--- src/rtl/rbp_pkg.sv ---
// Shared types and constants for the rice bit packer.
// No dependencies; used by the bit source, byte packer and top level.
package rbp_pkg;

   localparam int MAX_UNARY = 255;
   localparam int DATA_W    = 64;
   localparam int RICE_W    = 32;
   localparam int UNARY_W   = $clog2(MAX_UNARY + 1);
   localparam int REMAIN_W  = $clog2(MAX_UNARY + DATA_W + 2);
   localparam int BYTE_W    = 8;
   localparam int WBYTES    = 8;

   typedef enum logic [2:0] {
      CMD_BITS  = 3'd0,
      CMD_UNARY = 3'd1,
      CMD_RICE  = 3'd2,
      CMD_WORD  = 3'd3,
      CMD_FLUSH = 3'd4
   } cmd_type;

   typedef enum logic [1:0] {
      ST_IDLE,
      ST_WORD,
      ST_FLUSH,
      ST_ERROR
   } state_type;

   typedef enum logic [1:0] {
      OP_PUSH,
      OP_BYTE,
      OP_FLUSH
   } op_kind_type;

   // Job handed to the bit source: unary zeros, optional stop one, then bits
   typedef struct packed {
      logic               valid;
      logic [UNARY_W-1:0] zeros;
      logic               unary;
      logic [DATA_W-1:0]  data;   // left-aligned, earliest bit in the MSB
      logic [6:0]         nbits;
   } src_load_type;

   // One step for the byte packer
   typedef struct packed {
      logic              valid;
      op_kind_type       kind;
      logic              bit_val;
      logic [BYTE_W-1:0] data;
      logic              last;
      logic              error;
   } pack_op_type;

endpackage

--- src/rtl/rbp_bit_source.sv ---
// Bit source of the rice bit packer: serializes unary runs and data bits.
// Depends on rbp_pkg.
module rbp_bit_source (
   input  logic                 clock,
   input  logic                 reset,
   input  rbp_pkg::src_load_type load,
   input  logic                 step,
   output logic                 busy,
   output logic                 bit_val,
   output logic                 last
);

   logic [rbp_pkg::UNARY_W-1:0]  zeros_ff, zeros_in;
   logic                         one_ff, one_in;
   logic [rbp_pkg::DATA_W-1:0]   data_ff, data_in;
   logic [rbp_pkg::REMAIN_W-1:0] remain_ff, remain_in;
   logic                         busy_ff, busy_in;

   assign busy    = busy_ff;
   assign bit_val = (zeros_ff != '0) ? 1'b0 : (one_ff ? 1'b1 : data_ff[rbp_pkg::DATA_W-1]);
   // another byte can only follow if eight more bits remain after this one
   assign last    = remain_ff <= rbp_pkg::REMAIN_W'(rbp_pkg::BYTE_W);

   always_comb begin
      zeros_in  = zeros_ff;
      one_in    = one_ff;
      data_in   = data_ff;
      remain_in = remain_ff;
      busy_in   = busy_ff;
      if (load.valid) begin
         zeros_in  = load.zeros;
         one_in    = load.unary;
         data_in   = load.data;
         remain_in = rbp_pkg::REMAIN_W'(load.zeros) + rbp_pkg::REMAIN_W'(load.unary)
                     + rbp_pkg::REMAIN_W'(load.nbits);
         busy_in   = 1'b1;
      end else if (busy_ff && step) begin
         if (zeros_ff != '0) begin
            zeros_in = zeros_ff - rbp_pkg::UNARY_W'(1);
         end else if (one_ff) begin
            one_in = 1'b0;
         end else begin
            data_in = {data_ff[rbp_pkg::DATA_W-2:0], 1'b0};
         end
         remain_in = remain_ff - rbp_pkg::REMAIN_W'(1);
         busy_in   = remain_ff != rbp_pkg::REMAIN_W'(1);
      end
   end

   always_ff @(posedge clock) begin
      if (reset) begin
         busy_ff <= 1'b0;
      end else begin
         busy_ff <= busy_in;
      end
      zeros_ff  <= zeros_in;
      one_ff    <= one_in;
      data_ff   <= data_in;
      remain_ff <= remain_in;
   end

endmodule

--- src/rtl/rbp_byte_packer.sv ---
// Byte packer of the rice bit packer: gathers bits into bytes, holds the result register.
// Depends on rbp_pkg.
module rbp_byte_packer (
   input  logic                clock,
   input  logic                reset,
   input  rbp_pkg::pack_op_type op,
   output logic                op_ready,
   output logic [2:0]          bit_count,
   output logic                rsp_valid,
   input  logic                rsp_ready,
   output logic [7:0]          rsp_out_byte,
   output logic                rsp_last,
   output logic                rsp_error
);

   logic [6:0] partial_ff, partial_in;
   logic [2:0] count_ff, count_in;
   logic       valid_ff, valid_in;
   logic [7:0] byte_ff, byte_in;
   logic       last_ff, last_in;
   logic       error_ff, error_in;
   logic       needs_out, out_free, fire;
   logic [7:0] emit_byte;

   assign out_free  = !valid_ff || rsp_ready;
   assign op_ready  = !needs_out || out_free;
   assign fire      = op.valid && op_ready;
   assign bit_count = count_ff;

   always_comb begin
      unique case (op.kind)
         rbp_pkg::OP_PUSH: begin
            needs_out = count_ff == 3'd7;
            emit_byte = {partial_ff, op.bit_val};
         end
         rbp_pkg::OP_BYTE: begin
            needs_out = 1'b1;
            emit_byte = op.data;
         end
         rbp_pkg::OP_FLUSH: begin
            needs_out = count_ff != 3'd0;
            emit_byte = 8'({1'b0, partial_ff} << (4'd8 - {1'b0, count_ff}));
         end
         default: begin
            needs_out = 1'b0;
            emit_byte = '0;
         end
      endcase
   end

   always_comb begin
      partial_in = partial_ff;
      count_in   = count_ff;
      valid_in   = valid_ff && !rsp_ready;
      byte_in    = byte_ff;
      last_in    = last_ff;
      error_in   = error_ff;
      if (fire) begin
         if (op.kind == rbp_pkg::OP_PUSH) begin
            if (count_ff == 3'd7) begin
               partial_in = '0;
               count_in   = '0;
            end else begin
               partial_in = {partial_ff[5:0], op.bit_val};
               count_in   = count_ff + 3'd1;
            end
         end else if (op.kind == rbp_pkg::OP_FLUSH) begin
            partial_in = '0;
            count_in   = '0;
         end
         if (needs_out) begin
            valid_in = 1'b1;
            byte_in  = emit_byte;
            last_in  = op.last;
            error_in = op.error;
         end
      end
   end

   always_ff @(posedge clock) begin
      if (reset) begin
         partial_ff <= '0;
         count_ff   <= '0;
         valid_ff   <= 1'b0;
      end else begin
         partial_ff <= partial_in;
         count_ff   <= count_in;
         valid_ff   <= valid_in;
      end
      byte_ff  <= byte_in;
      last_ff  <= last_in;
      error_ff <= error_in;
   end

   assign rsp_valid    = valid_ff;
   assign rsp_out_byte = byte_ff;
   assign rsp_last     = last_ff;
   assign rsp_error    = error_ff;

endmodule

--- src/rtl/rice_bit_packer_core.sv ---
// Top level of the rice bit packer: command decode, word and flush sequencing.
// Depends on rbp_pkg, rbp_bit_source and rbp_byte_packer.
//
// MSB-first bit packer. Each accepted command writes bits into a running byte,
// earliest bit in bit 7, and every byte that fills is presented on the rsp_
// channel at once, with rsp_last on the final byte caused by that command.
// Commands: write bits (low width bits of value, width clamped to 64), write
// unary (value zeros then a one), write rice (zigzag of value[31:0], quotient
// in unary, then rem_bits remainder bits), write word (1 to 8 bytes of value
// little-endian, only at a byte boundary) and flush (partial byte, left-
// justified and zero padded). A unary count or rice quotient above MAX_UNARY,
// or a word write off a byte boundary, writes nothing and returns a single
// zero byte with rsp_error and rsp_last set. Bits travel one per cycle through
// a shift register, while the byte packer can take them, so a bit, unary or
// rice command holds the block until its bits (rice: quotient + 1 + rem_bits)
// have been shifted out; a word write sends its bytes in turn. A stalled rsp_
// channel holds the bit path only when a finished byte has nowhere to go. A
// new command is taken once the previous one has produced all its bytes; its
// last byte may still wait in the output register.
module rice_bit_packer_core (
   input  logic        clock,
   input  logic        reset,
   input  logic        req_valid,
   output logic        req_ready,
   input  logic [2:0]  req_cmd,
   input  logic [63:0] req_value,
   input  logic [6:0]  req_width,
   input  logic [4:0]  req_rem_bits,
   output logic        rsp_valid,
   input  logic        rsp_ready,
   output logic [7:0]  rsp_out_byte,
   output logic        rsp_last,
   output logic        rsp_error
);

   rbp_pkg::state_type     state_ff, state_in;
   logic [63:0]            word_ff, word_in;
   logic [3:0]             left_ff, left_in;

   rbp_pkg::src_load_type  load;
   rbp_pkg::pack_op_type   op;
   logic                   src_busy, src_bit, src_last;
   logic                   op_ready;
   logic [2:0]             bit_count;
   logic                   accept;

   // rice front end: zigzag map and quotient
   logic [rbp_pkg::RICE_W-1:0] zig, quot;
   logic [6:0]                 nbits_clamp;
   logic [3:0]                 nbytes_clamp;
   logic                       rice_over, unary_over;

   assign req_ready = (state_ff == rbp_pkg::ST_IDLE) && !src_busy;
   assign accept    = req_valid && req_ready;

   assign zig  = {req_value[30:0], 1'b0} ^ {rbp_pkg::RICE_W{req_value[31]}};
   assign quot = zig >> req_rem_bits;
   assign rice_over  = quot > rbp_pkg::RICE_W'(rbp_pkg::MAX_UNARY);
   assign unary_over = req_value > rbp_pkg::DATA_W'(rbp_pkg::MAX_UNARY);
   assign nbits_clamp  = (req_width > 7'd64) ? 7'd64 : req_width;
   assign nbytes_clamp = (req_width > 7'(rbp_pkg::WBYTES)) ? 4'(rbp_pkg::WBYTES)
                                                           : req_width[3:0];

   // Decode the command and step the word / flush / error sequencer
   always_comb begin
      state_in   = state_ff;
      word_in    = word_ff;
      left_in    = left_ff;
      load       = '0;
      if (accept) begin
         unique case (req_cmd)
            rbp_pkg::CMD_BITS: begin
               load.valid = nbits_clamp != 7'd0;
               load.nbits = nbits_clamp;
               load.data  = req_value << (7'd64 - nbits_clamp);
            end
            rbp_pkg::CMD_UNARY: begin
               if (unary_over) begin
                  state_in = rbp_pkg::ST_ERROR;
               end else begin
                  load.valid = 1'b1;
                  load.zeros = req_value[rbp_pkg::UNARY_W-1:0];
                  load.unary = 1'b1;
               end
            end
            rbp_pkg::CMD_RICE: begin
               if (rice_over) begin
                  state_in = rbp_pkg::ST_ERROR;
               end else begin
                  load.valid = 1'b1;
                  load.zeros = quot[rbp_pkg::UNARY_W-1:0];
                  load.unary = 1'b1;
                  load.nbits = {2'b00, req_rem_bits};
                  // left-align the remainder: low rem_bits bits of zig
                  load.data  = {zig, 32'd0} << (7'd32 - {2'b00, req_rem_bits});
               end
            end
            rbp_pkg::CMD_WORD: begin
               if (bit_count != 3'd0) begin
                  state_in = rbp_pkg::ST_ERROR;
               end else if (nbytes_clamp != 4'd0) begin
                  state_in = rbp_pkg::ST_WORD;
                  word_in  = req_value;
                  left_in  = nbytes_clamp;
               end
            end
            rbp_pkg::CMD_FLUSH: begin
               if (bit_count != 3'd0) begin
                  state_in = rbp_pkg::ST_FLUSH;
               end
            end
            default: begin
               // unused codes: drop the item
            end
         endcase
      end else begin
         unique case (state_ff)
            rbp_pkg::ST_WORD: begin
               if (op_ready) begin
                  word_in = word_ff >> 8;
                  left_in = left_ff - 4'd1;
                  if (left_ff == 4'd1) begin
                     state_in = rbp_pkg::ST_IDLE;
                  end
               end
            end
            rbp_pkg::ST_FLUSH, rbp_pkg::ST_ERROR: begin
               if (op_ready) begin
                  state_in = rbp_pkg::ST_IDLE;
               end
            end
            default: begin
               // idle: hold
            end
         endcase
      end
   end

   // Feed the byte packer from the bit source or the sequencer
   always_comb begin
      op = '0;
      op.kind = rbp_pkg::OP_PUSH;
      if (src_busy) begin
         op.valid   = 1'b1;
         op.bit_val = src_bit;
         op.last    = src_last;
      end else begin
         unique case (state_ff)
            rbp_pkg::ST_WORD: begin
               op.valid = 1'b1;
               op.kind  = rbp_pkg::OP_BYTE;
               op.data  = word_ff[7:0];
               op.last  = left_ff == 4'd1;
            end
            rbp_pkg::ST_FLUSH: begin
               op.valid = 1'b1;
               op.kind  = rbp_pkg::OP_FLUSH;
               op.last  = 1'b1;
            end
            rbp_pkg::ST_ERROR: begin
               op.valid = 1'b1;
               op.kind  = rbp_pkg::OP_BYTE;
               op.last  = 1'b1;
               op.error = 1'b1;
            end
            default: begin
               op.valid = 1'b0;
            end
         endcase
      end
   end

   always_ff @(posedge clock) begin
      if (reset) begin
         state_ff <= rbp_pkg::ST_IDLE;
      end else begin
         state_ff <= state_in;
      end
      word_ff <= word_in;
      left_ff <= left_in;
   end

   rbp_bit_source u_src (
      .clock   (clock),
      .reset   (reset),
      .load    (load),
      .step    (op_ready),
      .busy    (src_busy),
      .bit_val (src_bit),
      .last    (src_last)
   );

   rbp_byte_packer u_pack (
      .clock        (clock),
      .reset        (reset),
      .op           (op),
      .op_ready     (op_ready),
      .bit_count    (bit_count),
      .rsp_valid    (rsp_valid),
      .rsp_ready    (rsp_ready),
      .rsp_out_byte (rsp_out_byte),
      .rsp_last     (rsp_last),
      .rsp_error    (rsp_error)
   );

endmodule

--- config.mk ---
export PLATFORM = sky130hd
export DESIGN_NAME = rice_bit_packer_core
export DESIGN_NICKNAME = d
export VERILOG_FILES = /design/src/rtl/rbp_pkg.sv /design/src/rtl/rbp_bit_source.sv /design/src/rtl/rbp_byte_packer.sv /design/src/rtl/rice_bit_packer_core.sv
export SDC_FILE = /design/constraint.sdc
export NUM_CORES = 1
export LEC_CHECK = 0
export BUFFER_PORTS_ARGS = -buffer_cell sky130_fd_sc_hd__buf_2
export CAP_MARGIN = 20
export CORE_MARGIN = 2
export CORE_UTILIZATION = 55
export CTS_CLUSTER_SIZE = 8
export DETAILED_ROUTE_END_ITERATION = 7
export PLACE_DENSITY = 0.76
export SKIP_LAST_GASP = 1
export SYNTH_ARGS = -nofsm -noshare
export SYNTH_HDL_FRONTEND = slang
export SYNTH_HIERARCHICAL = 1
export SYNTH_SLANG_ARGS = --single-unit
export TNS_END_PERCENT = 20
--- constraint.sdc ---
create_clock -name clock -period 6.5 [get_ports clock]
set_input_delay 0.65 -clock clock [delete_from_list [all_inputs] [get_ports clock]]
set_output_delay 0.65 -clock clock [all_outputs]
set_load 0.005 [all_outputs]
**After elaboration in Yosys (flattened, before gate mapping)**

Index checks and enable logic that the tools add are counted.

- Equality and inequality tests: 25
- Order comparisons: 5
- Reductions and logical operators: 34
- Multiplexer cells: 67
- Shift-type cells: 4
- Add/subtract/negate cells: 9
- Bitwise operators: 1

Operator list:

| operator | number |
|---|---|
| $mux W64 | 10 |
| $mux W81 | 2 |
| $pmux W71 S2 | 1 |
| $shl A64 B7 Y64 | 2 |
| $gt A64 B8 Y1 const B | 1 |
| $mux W8 | 5 |
| $gt A32 B8 Y1 const B | 1 |
| $shr A32 B5 Y32 | 1 |
| $xor A32 B32 Y32 | 1 |
| $mux W4 | 7 |
| $mux W7 | 4 |
| $pmux W8 S3 | 1 |
| $mux W2 | 10 |
| $mux W9 | 2 |
| $pmux W9 S2 | 1 |
| $mux W1 | 14 |
| $ne A3 B3 Y1 const B | 4 |
| $mux W10 | 1 |
| $reduce_bool A2 Y1 | 5 |
| $add A8 B1 Y9 | 1 |
| $add A9 B7 Y9 | 1 |
| $le A9 B4 Y1 const B | 1 |
| $mux W3 | 3 |
| $ne A9 B1 Y1 const B | 1 |
| other kinds (41) | 65 |

- Output and inout bits: 12
- Logic and storage cells: 159
- Register bits: 174
- Bits of input ports: 83

**Depth between registers and ports, before layout**

Gate-level depths: netlist of the first run.

- Depth after elaboration: 11
- Depth in mapped cells: 20
- Mapped depth without buffers: 17

**By module**

The synthesis of the first run kept the hierarchy.

Modules (own cells, without submodules):

| module | cells an instance | area each (um2) | seq. area each (um2) | instances |
|---|---|---|---|---|
| rice_bit_packer_core | 1,482 | 12,602.1 | 2,082.0 | 1 |
| rbp_bit_source | 294 | 4,159.0 | 2,482.4 | 1 |
| rbp_byte_packer | 124 | 1,179.9 | 520.5 | 1 |

**Worst setup path after synthesis of the first run**

No wires, ideal clock.

- Path kind: register to register
- Start: register state_ff[0]
- End: register u_src/data_ff[0] (netlist bit), enable pin
- Setup time: 0.581 ns
- Required time: 5.919 ns
- Arrival time: 6.272 ns
- Buffers on the path: 2
- Period minus slack after synthesis: 6.853 ns
- Path slack: -0.353 ns
- Cell stages (with the launch flop): 9
- Cells stage by stage: dfxtp_1 -> nor2b_1 -> clkbuf_1 -> buf_2 -> o21a_1 -> nor2_1 -> nand2_1 -> nand2_1 -> o31ai_1

RTL lines:

| what | RTL line | text |
|---|---|---|
| from (decl) | rice_bit_packer_core.sv:36 | `rbp_pkg::state_type state_ff, state_in;` |
| from (signal assigned) | rice_bit_packer_core.sv:175 | `state_ff <= rbp_pkg::ST_IDLE;` |
| from (signal assigned) | rice_bit_packer_core.sv:177 | `state_ff <= state_in;` |
| to (signal assigned) | rbp_bit_source.sv:58 | `data_ff <= data_in;` |
| to (decl) | rbp_bit_source.sv:15 | `logic [rbp_pkg::DATA_W-1:0] data_ff, data_in;` |

==> results of run 1 <==
power by group:
part / internal, mW / switching [mW]
clock: 0.530 / 0.460
combinational: 0.520 / 0.877
sequential: 1.30 / 0.0247
state kept, by name, summed over array words and instances, names as in the netlist:
name,cells
u_src/data_ff,64
state_ff,2
u_pack/partial_ff,7
u_pack/rsp_last,1
u_pack/bit_count,3
u_src/one_ff,1
u_src/zeros_ff,8
u_pack/rsp_error,1
left_ff,4
u_pack/rsp_valid,1
u_src/busy,1
u_src/remain_ff,9
word_ff,64
u_pack/rsp_out_byte,8
cell families after synthesis:
logic type / count (synthesis) / share of synthesized area
flip-flops: 174 / 0.283
XOR/XNOR: 77 / 0.0384
AO/OA/AOI/OAI: 360 / 0.132
multiplexers: 391 / 0.305
buffers and inverters: 212 / 0.0532
adder cells (fa/ha/maj): 22 / 0.0162
AND/OR/NAND/NOR: 664 / 0.173
worst max-delay path: stages:
cell and delay (ns):
buf_2 0.69, inv_1 0.52, mux2_2 0.41, o32ai_1 0.42, o211a_1 0.26, o221a_2 0.47, o211ai_2 0.20, o21ai_0 0.42
fa_1 0.31, inv_1 0.07, fa_1 0.40, nand2b_1 0.17, a21oi_1 0.28, o2111a_1 0.22, nor3_1 0.05
cell usage after synthesis, drive strengths merged, types with 11 or more instances:
cell type  instances  share of area
edfxtp           160           0.27
a22oi             15         0.0063
o21ai             92          0.026
nand4             12         0.0042
nand3             43          0.012
dfxtp             14          0.016
nand2            340          0.071
a211oi            16         0.0070
nand2b            13         0.0045
mux2              76          0.048
o21a              11         0.0046
and2              16         0.0056
inv               32         0.0067
o22ai             16         0.0056
o31ai             11         0.0054
and3              36          0.013
buf               81          0.026
nor2b             17         0.0059
mux4             115           0.14
xnor2             71          0.035
a21oi             93          0.026
nor4              30          0.010
nor2              83          0.019
nor3              33         0.0095
mux2i            200           0.11
o211ai            15         0.0068
ha                20          0.014
clkbuf            99          0.021
routing by layer:
| layer | up-vias | GRT usage | part of all wire |
|---|---|---|---|
| met5 | - | 0 | 0 |
| li1 | 7081 | - | - |
| met3 | 217 | 0.0828 | 0.11 |
| met4 | 0 | 0.156 | 0.049 |
| met1 | 7789 | 0.473 | 0.39 |
| met2 | 1064 | 0.542 | 0.45 |
worst min path at each step:
stage / startpoint / end / slack, ns / depth (start not counted)
after floorplan: u_pack/partial_ff[6]$_SDFFE_PP0P_ / u_pack/partial_ff[6]$_SDFFE_PP0P_ / 0.43 / 2
after CTS: u_pack/partial_ff[6]$_SDFFE_PP0P_ / u_pack/partial_ff[6]$_SDFFE_PP0P_ / 0.48 / 2
final: u_pack/partial_ff[6]$_SDFFE_PP0P_ / u_pack/partial_ff[6]$_SDFFE_PP0P_ / 0.48 / 2
after global routing: u_pack/partial_ff[6]$_SDFFE_PP0P_ / u_pack/partial_ff[6]$_SDFFE_PP0P_ / 0.50 / 2
after detailed placement: u_pack/partial_ff[6]$_SDFFE_PP0P_ / u_pack/partial_ff[6]$_SDFFE_PP0P_ / 0.47 / 2
after global placement: u_pack/partial_ff[6]$_SDFFE_PP0P_ / u_pack/partial_ff[6]$_SDFFE_PP0P_ / 0.46 / 2
area by class of cell:
class,count,area (um2)
inverters,32,120
multi-input cells,1514,12000
clock buffers,17,425
fillers,2781,13300
flip-flops and latches,174,5080
repair buffers,122,706
well taps,442,553
clock inverters,15,133
through the flow:
step / std cells / hold WS [ns]
floorplan: 1900 / 0.434
finish: 2316 / 0.479
global route: 2316 / 0.500
detailed placement: 2283 / 0.471
CTS: 2315 / 0.481
global placement: 2283 / 0.458
==> results.md, run 1 <==
- Slew @ Worst Pin: about 1.2 ns
- Setup Total Neg Slack: 0 ns
- Slew margin rel.: 0.226
- Worst setup path category: input port to flip-flop
- DRC viols: 0
- Die extent in x: 185 um
- R2r startpoint: state_ff[0]$_SDFFE_PP0P_
- Routed vias: between 15k and 20k
- Post-CTS Setup Inserts: 0
- CTS sink cnt: approximately 170
- Average cell area after synthesis: 9.44 um2
- Cts bufs inserted: 17
- P&R area growth vs syn: 6.10%
- Root Driver: clkbuf_16
- Leak Pwr: roughly 7.0 nW
- Most common cell after layout, fill and taps aside: nand2_1
- Number of synthesized flops with an enable pin: 160
- Worst-case clock skew: slightly above 0.01 ns
- CP Launch Type: input port
- H-tree levels: 4
- Die ar.: 34100 um2
- GPL Wtd Cong: roughly 1.0
- Final period util: 0.823
- Max-slew violations: 0
- RSZ-0062 raised after global routing: false
- Io pins: 95
- Post-Syn Area: ~18000 um2
- Synth async-reset ratio: 0
- Last element of the critical path: u_src/remain_ff[6]$_DFFE_PP_
- Worst vdd ir: about 0.0002 V
- Vias per cell: 6.97
- Main synth FF type: edfxtp_1
- HP Class: flip-flop to flip-flop
- IO Port Bufs: 94
- Power Density: 195 nW/um2
- Final worst slack: approximately 1.1 ns
- WL/cell: approximately 26 um
- Final Cell Area: 19000 um2
- Tot Pwr: around 3.7 mW
- Core Box Area: about 32000 um2
- R2R Setup Slk: ~2.3 ns
- Register-to-Register Path Depth: 14
- Cell count after synthesis: between 1.5k and 2k
- CP startpoint: req_rem_bits[1]
- Hold Fails Final Rpt: 0
- Vias in the first global route: ~15k
- Worst-skew pair later-pin latency: between 0.4 and 0.5 ns
- Grt total ovfl: 0
- Max clock buf depth: 2
- Layout cells sized above 1: 0.205
- Post-Place Worst Slack: about 0.94 ns
- CTS-repair resized insts: 0
- Largest net degree at the start of global routing: around 100
- Status: completed
- Ant. Diodes: 0
- Setup-failing EPs final: 0
- Net Count, Synth: about 2.0k
- Crit. End Element: flip-flop
- WP data required: roughly 6.7 ns
- First-pass GRT wire length: between 90000 and 100000 um
- Util after Layout: 0.590
- Placed wire-length estimate: about 42000 um
- Yosys reg bits: around 170
- Clock slew at reported path FFs: about 0.070 ns
- Yosys cell types: 86
- Overall routing resource usage: 0.351
- CP Max Fanout: 40
- Die height: 185 um
- Sequential fraction of the synthesis area: 0.283
- Yosys warns: 6
- Max Cap Violations: 0
- Post-CTS Hold Fix Bufs: 0
- Initial DRC Count: roughly 2.2k
- DR pass1 iterations: 6
- Initial antenna violation count: 1
- DP Area: between 15000 and 20000 um2
- Worst flop-to-flop path endpoint: u_src/remain_ff[6]$_DFFE_PP_
- Row cnt: between 60 and 70
- Initial Util: 0.556
- Final ANT Viol Nets: 0
- Most frequent cells in the layout: nand2_1 (339), mux2i_1 (198), edfxtp_1 (160)
- Post-layout min period: between 5 and 6 ns
- Critical path data arrival time: 5.56 ns
- WL final: just under 60000 um
- Fmax: approximately 190 MHz
- CTS tree: yes
- Nets: around 2.0k
(Power assumes the default switching activity.)
==> run 2, diff against run 1 <==
--- a/config.mk
+++ b/config.mk
@@ -11,7 +11,7 @@
 export CORE_UTILIZATION = 55
 export CTS_CLUSTER_SIZE = 8
 export DETAILED_ROUTE_END_ITERATION = 7
-export PLACE_DENSITY = 0.76
+export PLACE_DENSITY = 0.73
 export SKIP_LAST_GASP = 1
 export SYNTH_ARGS = -nofsm -noshare
 export SYNTH_HDL_FRONTEND = slang
==> constraint.sdc (replaced) <==
create_clock -name clock -period 5 [get_ports clock]
set_input_delay 0.5 -clock clock [delete_from_list [all_inputs] [get_ports clock]]
set_output_delay 0.5 -clock clock [all_outputs]
set_load 0.005 [all_outputs]
==> results.md, run 2 (synthesis gave the netlist of run 1 again) <==
- Status: completed
- Routed vias: 16.4k (+1.3%)
- Leak Pwr: 7.26 nW (+3.2%)
- Row cnt: 66 (unchanged)
- Power Density: 255 nW/um2 (+31%)
- Vias in the first global route: 15.3k (+2.3%)
- Fmax: around 220 MHz
- Combinational share of power: 0.372 (-0.005)
- IO Port Bufs: 94 (unchanged)
- CTS sink cnt: 174 (unchanged)
- GR Util met1: 0.484 (+0.0111)
- Final worst slack: 0.387 ns (-0.761 ns)
- Top delay family on crit path: compound AO/OA/AOI/OAI gates
- WL/cell: 25.6 um (about the same)
- Io pins: 95 (unchanged)
- Final period util: 0.923
- Largest net degree at the start of global routing: 76 (-23%)
- Final ANT Viol Nets: 0 (unchanged)
- Flop pwr share: 0.347 (-0.010)
- Placed wire-length estimate: 43800 um (+3.6%)
- Nets: 2003 (+1.9%)
- Worst setup path category: input port to flip-flop
- DRC viols: 0 (unchanged)
- Worst flop-to-flop path endpoint: u_src/remain_ff[6]$_DFFE_PP_
- Initial antenna violation count: 2 (+1)
- Max incr delay on CP: 0.57 ns (-0.12 ns)
- Post-layout min period: around 4.6 ns
- Max Cap Violations: 0 (unchanged)
- CP Launch Type: input port
- Critical path data arrival time: 4.81 ns (-0.75 ns)
- Clock share of power: 0.281 (+0.014)
- Post-CTS Setup Inserts: 0 (unchanged)
- Hold path cells: 3 (+1)
- R2R Setup Slk: 1.00 ns (-1.34 ns)
- CP Cell Sequence: buf_2, buf_4, and3b_1, mux2i_1, nand4_1, nand4_1, nor4_1, o221a_2, o211ai_2, o21ai_0, fa_1, inv_1, fa_1, nand2b_1, a21oi_1, o2111a_1, nor3_1
- Biggest regs: u_src/data_ff x64, word_ff x64, u_src/remain_ff x9
- Max-slew violations: 0 (unchanged)
- Layout cells sized above 1: 0.222 (+0.0170)
- Die extent in x: 185 um (unchanged)
- Setup-failing EPs final: 0 (unchanged)
- P&R area growth vs syn: 8.22%
- Hold Fails Final Rpt: 0 (unchanged)
- Crit. End Element: flip-flop
- Most common cell after layout, fill and taps aside: nand2_1
- Most frequent cells in the layout: nand2_1 (339), mux2i_1 (198), edfxtp_1 (160)
- Root Driver: clkbuf_16
- Clock slew at reported path FFs: 0.08 ns (about the same)
- Die ar.: 34100 um2 (unchanged)
- GRT busiest layer: met2
- Overall routing resource usage: 0.357 (+0.00533)
- Final Non-Filler Cells: 2353 (+1.6%)
- Placed cell count: 2321 (+1.7%)
- Grt met3 use: 0.0822 (-0.000593)
- CP Buf/Inv Count: 3 (unchanged)
- Slew margin rel.: 0.257 (+0.0308)
- GPL Wtd Cong: 1.01 (-2.2%)
- Hold Crit Endpoint: word_ff[52]$_DFFE_PP_
- WP data required: 5.20 ns (-1.51 ns)
- Register-to-Register Path Depth: 14 (unchanged)
- Min-delay src: req_value[52]
- Cts bufs inserted: 17 (unchanged)
- Met2 usage: 0.550 (+0.00857)
- Slowest-stage cell, CP: buf_2
- Post-Place Worst Slack: -0.0130 ns (-0.949 ns)
- H-tree levels: 4 (unchanged)
- Max clock buf depth: 2 (unchanged)
- Switch Pwr: 1.85 mW (+36%)
- P_int: 3.11 mW (+32%)
- Sw frac: 0.373 (+0.00633)
- Tot Pwr: 4.96 mW (+34%)
- Setup Total Neg Slack: 0 ns (unchanged)
- Initial Util: 0.556 (unchanged)
- Grt total ovfl: 0 (unchanged)
- WL final: 60200 um (+1.5%)
- Worst-case clock skew: 0.00981 ns (-0.000424 ns)
- CTS tree: yes
- Initial DRC Count: 2434 (+8.5%)
- R2r startpoint: state_ff[0]$_SDFFE_PP0P_
- First-pass GRT wire length: 91900 um (+2.1%)
- RSZ-0062 raised after global routing: false
- Ant. Diodes: 0 (unchanged)
- Vias per cell: 6.95 (-0.32%)
- HP Class: input port to flip-flop
- Core Box Area: 32300 um2 (unchanged)
- Fill cells: 2739 (-1.5%)
- DR pass1 iterations: 7 (+1)
- CP Max Fanout: 30 (-25%)
- Worst-skew pair later-pin latency: 0.46 ns (about the same)
- Worst vdd ir: 0.000255 V (+27%)
- Final hold slack: 0.407 ns (-0.0726 ns)
- Slew @ Worst Pin: 1.11 ns (-0.0436 ns)
- Die height: 185 um (unchanged)
==> run 2: cell count changes in the layout (fill, tap and decap cells not counted) <==
cell        previous run  this run
nor3b_2                1         2
inv_8                  2         6
xor2_2                 1         0
clkinv_8               0         3
nor3b_1                7         6
clkinv_2               3         0
clkinv_1               2         0
xor2_4                 0         1
clkbuf_2               1         0
inv_6                  4         3
clkinvlp_4             3         0
buf_12                 2         4
buf_4                 26        62
clkinv_4               0         2
==> run 2: worst min-delay path: stages <==
cell and delay, ns:
buf_2 0.15, nand2_1 0.06, nand2_1 0.05
==> run 2: worst max-delay path by stage <==
| stage | startpoint | to | slack (ns) | cells past startpoint |
|---|---|---|---|---|
| final | req_rem_bits[1] | u_src/remain_ff[6]$_DFFE_PP_ | 0.39 | 17 |
| after global routing | req_rem_bits[1] | u_src/remain_ff[4]$_DFFE_PP_ | 0.10 | 17 |
| after CTS | req_rem_bits[1] | u_src/remain_ff[6]$_DFFE_PP_ | 0.47 | 17 |
| after detailed placement | req_rem_bits[1] | u_src/remain_ff[6]$_DFFE_PP_ | -0.01 | 17 |
| after global placement | req_rem_bits[1] | u_src/remain_ff[6]$_DFFE_PP_ | 0.22 | 16 |
| after floorplan | req_value[31] | u_src/remain_ff[6]$_DFFE_PP_ | 0.15 | 19 |
==> run 2: area by class of cell <==
| cell class | instances | area (um2) | share of cell area |
|---|---|---|---|
| clock buffers | 17 | 425 | 0.0219 |
| well taps | 442 | 553 | 0.0285 |
| flip-flops and latches | 174 | 5080 | 0.262 |
| multi-input cells | 1514 | 12000 | 0.620 |
| clock inverters | 15 | 190 | 0.00980 |
| repair buffers | 159 | 1010 | 0.0521 |
| inverters | 32 | 120 | 0.00619 |
==> run 2: metal layers <==
metal  share of wire  vias up
li1                -     7168
met1            0.39     7896
met2            0.45     1098
met3            0.11      192
met4           0.045        2
met5         0.00022        -
==> run 2: stage by stage <==
stage / cell area [um2] / util
4_1_cts: 19400 / 0.601
5_1_grt: 19400 / 0.601
3_3_place_gp: 18800 / 0.582
6_report: 19400 / 0.601
3_5_place_dp: 18800 / 0.582
2_1_floorplan: 18000 / -
==> run 2: what timing repair did <==
action / in CTS / in global routing
resized for setup: 0 / 1
setup endpoints to repair: 0 / 3
hold buffers: 0 / 0
==> run 2: power groups by stage <==
stage / Clock, mW / Sequential (mW) / Combinational [mW]
after CTS: 1.41 / 1.72 / 1.78
after global routing: 1.47 / 1.73 / 1.95
after detailed placement: 0 / 1.75 / 1.77
final: 1.39 / 1.72 / 1.84
after floorplan: 0 / 1.74 / 1.25
after global placement: 0 / 1.75 / 1.75
